## config.mk

```make
export PLATFORM = sky130hd
export DESIGN_NAME = mrpq_ctrl
export DESIGN_NICKNAME = d
export VERILOG_FILES = /design/src/rtl/mrpq_pkg.sv /design/src/rtl/mrpq_ctrl.sv
export SDC_FILE = /design/constraint.sdc
export NUM_CORES = 1
export LEC_CHECK = 0
export ABC_AREA = 1
export CAP_MARGIN = 5
export CORE_AREA = 2 2 39 41
export CTS_CLUSTER_SIZE = 30
export DETAILED_ROUTE_END_ITERATION = 8
export DIE_AREA = 0 0 41 43
export DONT_BUFFER_PORTS = 1
export REMOVE_ABC_BUFFERS = 1
export SLEW_MARGIN = 5
export SYNTH_ARGS = -nofsm -noshare
export SYNTH_HDL_FRONTEND = slang
export SYNTH_SLANG_ARGS = --single-unit
```

## constraint.sdc

```tcl
create_clock -name clk -period 1.8 [get_ports clk]
set_input_delay 0.09 -clock clk [delete_from_list [all_inputs] [get_ports clk]]
set_output_delay 0.09 -clock clk [all_outputs]
set_load 0.01 [all_outputs]
```

## src/rtl/mrpq_pkg.sv

```systemverilog
`default_nettype none
// ----------------------------------------------------------------------------
// mrpq_pkg
// Shared constants, entry layout and controller/datapath interface types.
// ----------------------------------------------------------------------------
package mrpq_pkg;

  localparam int CAPACITY = 1024;
  localparam int ADDR_W   = $clog2(CAPACITY);
  localparam int CNT_W    = $clog2(CAPACITY + 1);
  localparam int KEY_W    = 31;
  localparam int VAL_W    = 32;
  // Wide enough that the push order never wraps in practice.
  localparam int STAMP_W  = 48;

  typedef logic [1:0] status_t;
  localparam status_t ST_OK    = 2'd0;
  localparam status_t ST_EMPTY = 2'd1;
  localparam status_t ST_BELOW = 2'd2;
  localparam status_t ST_FULL  = 2'd3;

  typedef struct packed {
    logic [KEY_W-1:0]   key;
    logic [VAL_W-1:0]   val;
    logic [STAMP_W-1:0] stamp;
  } entry_t;

  typedef struct packed {
    logic load;
    logic push;
    logic pop_empty;
    logic scan_start;
    logic scan_step;
    logic move_rd;
    logic move_wr;
  } dp_cmd_t;

  typedef struct packed {
    logic is_push;
    logic empty;
    logic scan_done;
  } dp_stat_t;

endpackage
`default_nettype wire

```

## src/rtl/mrpq_ctrl.sv

```systemverilog
`default_nettype none
// ----------------------------------------------------------------------------
// mrpq_ctrl
// Sequencer: accept, decode, push or empty check, scan for minimum, compact, present result.
// ----------------------------------------------------------------------------
module mrpq_ctrl (
  input  wire                 clk,
  input  wire                 rst_n,
  input  wire                 in_valid,
  output logic                in_ready,
  output logic                out_valid,
  input  wire                 out_ready,
  output mrpq_pkg::dp_cmd_t   cmd,
  input  wire mrpq_pkg::dp_stat_t stat
);
  import mrpq_pkg::*;

  typedef enum logic [2:0] {
    S_IDLE, S_DECODE, S_POP, S_SCAN, S_MRD, S_MWR, S_OUT
  } state_t;

  state_t state_r, state_nxt;

  always_comb begin
    state_nxt = state_r;
    cmd       = '0;
    unique case (state_r)
      S_IDLE: begin
        if (in_valid) begin
          cmd.load  = 1'b1;
          state_nxt = S_DECODE;
        end
      end
      S_DECODE: begin
        if (stat.is_push) begin
          cmd.push  = 1'b1;
          state_nxt = S_OUT;
        end else begin
          state_nxt = S_POP;
        end
      end
      S_POP: begin
        if (stat.empty) begin
          cmd.pop_empty = 1'b1;
          state_nxt     = S_OUT;
        end else begin
          cmd.scan_start = 1'b1;
          state_nxt      = S_SCAN;
        end
      end
      S_SCAN: begin
        cmd.scan_step = 1'b1;
        if (stat.scan_done) state_nxt = S_MRD;
      end
      S_MRD: begin
        cmd.move_rd = 1'b1;
        state_nxt   = S_MWR;
      end
      S_MWR: begin
        cmd.move_wr = 1'b1;
        state_nxt   = S_OUT;
      end
      S_OUT: begin
        if (out_ready) state_nxt = S_IDLE;
      end
      default: state_nxt = S_IDLE;
    endcase
  end

  always_ff @(posedge clk) begin
    if (!rst_n) begin
      state_r <= S_IDLE;
    end else begin
      state_r <= state_nxt;
    end
  end

  assign in_ready  = (state_r == S_IDLE);
  assign out_valid = (state_r == S_OUT);

endmodule
`default_nettype wire

```

==> impl_metrics.csv <==
group,metric,value,unit
worst_setup_path,crit_fanout,7,
run_status,status,"complete, no violations",
finish,top_register,"state_r",
sta,rsz0062_at_grt,"no",
clocking,tritoncts,"built",
clocking,cts-root-buf,"clkbuf_4",
synth,yosysUniqueCellTypes,13,
detailed_routing,drc,0,
global_route,grt_pass1_wl,986,um
synth,synth_top_area_share,24.7,%
floorplan,dieArea,1760,um^2
global_route,antenna_found_initial,0,
synth,synthCells,43,
detailed_routing,drt_wl_total,627,um
finish,fillCellCount,163,
finish,biggestRegsByFlops,"state_r x3",
power,cellLeakagePower,0.160,nW
detailed_routing,ant_nets,0,
sta,max-slew-margin-rel,74.5,%
worst_setup_path,cp.arrival,1.21,ns
sta,fmax,0.771,GHz
global_route,met1_usage,8.63,%
power,power_density,1700,nW/um^2
clocking,htreeDepth,1,
detailed_routing,dr_total_vias,267,
global_route,grt_usage,8.72,%
worst_setup_path,path_buf_inv,1,
synth,yosys_register_bits,3,
synth,yosysTopAreaCell,"dfxtp_1",
floorplan,rows,14,
floorplan,core-area,1380,um^2
global_route,use_met3,4.71,%
sta,finalSetupViolCount,0,
finish,largest_reg_flops,3,
worst_setup_path,crit_chain,"nor2_1 -> inv_1 -> nor3_1",
synth,synth.area.top_cells,"dfxtp_1, inv_1, nand2_1, nor2_1, nor2_2",
worst_setup_path,slowest_delay,0.36,ns
global_route,grtUsageMet2,13.1,%
clocking,clk_pin_slew,0.04,ns
global_route,gr-total-overflow,0,
clocking,cts_resized,0,
floorplan,ios,16,
worst_setup_path,r2r_slack,0.68,ns
finish,multi_input_area,145,um^2
finish,fin_nets,56,
worst_setup_path,worstSetupStartpointType,"flop",
synth,seq_area_frac_synth,24.7,%
clocking,cts_hold_repair.buffers,1,
place,routabilityCongestion,0.722,
global_route,grt_max_degree,8,
floorplan,die_w,41,um
detailed_routing,drt_pass1_iterations,2,
synth,yosysWarnings,0,
sta,post-route-period-util,72.1,%
floorplan,start_util,17.5,%
finish,syn2layout_area_growth,23.2,%
sta,slew_violations,0,
clocking,clk_latency,0.23,ns
worst_setup_path,end_kind,"primary output",
place,port_buffers,0,
floorplan,chipHeight,43,um
detailed_routing,drt_iter0_drc,2,
worst_setup_path,cpMaxStageDelayCell,"dfxtp_1",
clocking,post-cts-setup-buffer-count,0,
finish,num_antenna_cells,0,
clocking,cts_sinks,3,
synth,syn_avg_cell_area,5.64,um^2
worst_setup_path,crit_family,"simple AND/OR/NAND/NOR gates",
power,ir_worst_vdd,0.429,mV
sta,fin_skew,0.000282,ns
job,drv_cap,0,
sta,fin_crit,1.30,ns
global_route,grt_pass1_vias,242,
finish,layout-drive-gt1-share,18.8,%
finish,seq_area,60.1,um^2
clocking,clockBufferDepth,2,
global_route,top_usage_layer,"met2",
sta,finalSetupTns,0,ns
sta,hold_viol,0,
detailed_routing,wl_per_cell,9.80,um
clocking,cts_buffers,3,
sta,tightest_slew,0.379,ns
worst_setup_path,cp.required,1.71,ns
worst_setup_path,criticalPathCategory,"flop to primary output",
min_path,min_path_type,"input port to flop",
finish,final_util,21.6,%
synth,netlist_area,243,um^2
place,dp_hpwl,543,um
detailed_routing,avgViaCountPerCell,4.17,
[stage by stage]
stage / total power, mW / hold WS [ns] / setup slack (ns) / instance area, um^2 / cells
global placement: 0.393 / 0.222 / 0.662 / 263 / 59
floorplan: 0.348 / 0.215 / 0.772 / 243 / 43
CTS: 0.521 / 0.0887 / 0.482 / 299 / 64
global route: 0.569 / 0.0923 / 0.408 / 299 / 64
detailed placement: 0.396 / 0.222 / 0.656 / 263 / 59
finish: 0.510 / 0.0934 / 0.503 / 299 / 64
[kinds of logic after synthesis]
kind of cell / synth area share [%]
DFF: 24.7
and+or+nand+nor: 53.6
buffers and inverters: 15.5
AOI/OAI and AO/OA: 6.18
[power by group]
| part | leakage (nW) | switching, mW | internal [mW] | total (mW) |
|---|---|---|---|---|
| logic | 0.121 | 0.179 | 0.0805 | 0.259 |
| clock network | 0.0150 | 0.0349 | 0.0831 | 0.118 |
| registers | 0.0248 | 0.0371 | 0.0956 | 0.133 |
| total | 0.160 | 0.251 | 0.259 | 0.510 |
[synthesized netlist by cell type]
cell type and n:
nand3_1 2, nor2_1 8, nand3_2 1, nor3_1 1, dfxtp_1 3, nand2_1 8, nor3b_1 1, nor2_2 4
inv_1 10, o21ai_0 1, nand2_2 1, a21oi_1 2, nand4_1 1
[final timing paths]
kind                           startpoint                       to  cells past startpoint
setup / recovery  state_r[0]$_SDFFE_PN0P_                   cmd[6]                      3
hold / removal                  out_ready  state_r[2]$_SDFFE_PN0P_                      3
setup reg to reg  state_r[1]$_SDFFE_PN0P_  state_r[0]$_SDFFE_PN0P_                      6
hold reg to reg   state_r[1]$_SDFFE_PN0P_  state_r[2]$_SDFFE_PN0P_                      4
[worst register-to-register path: stages (launching register included)]
cell and delay, ns:
dfxtp_1 0.34, inv_1 0.09, nor2_2 0.13, nand2_1 0.11, nor2_2 0.18, nor2_1 0.06
a21oi_1 0.14
[cell type report]
cell class | instances | share of cell area (%)
well taps | 16 | 6.69
inverters | 10 | 12.6
clock buffers | 4 | 8.79
repair buffers | 1 | 3.35
flip-flops and latches | 3 | 20.1
multi-input cells | 30 | 48.5
[cells in the final DEF, fill, tap and decap left out]
master         instances
nand2_1                8
nor2_1                 8
o21ai_0                1
nor3_1                 1
clkbuf_4               3
a21oi_1                2
nand3_2                1
dlygate4sd3_1          1
nand2_2                1
dfxtp_1                3
nand4_1                1
nor3b_1                1
nor2_2                 4
nand3_1                2
clkbuf_1               1
inv_1                 10
[layer usage]
layer | up-vias | share of wire, %
met5 | - | 0
met4 | 0 | 1.3
met3 | 2 | 11
met2 | 11 | 50
met1 | 115 | 37
li1 | 139 | -
No activity file was read; power rests on OpenSTA's default activity.
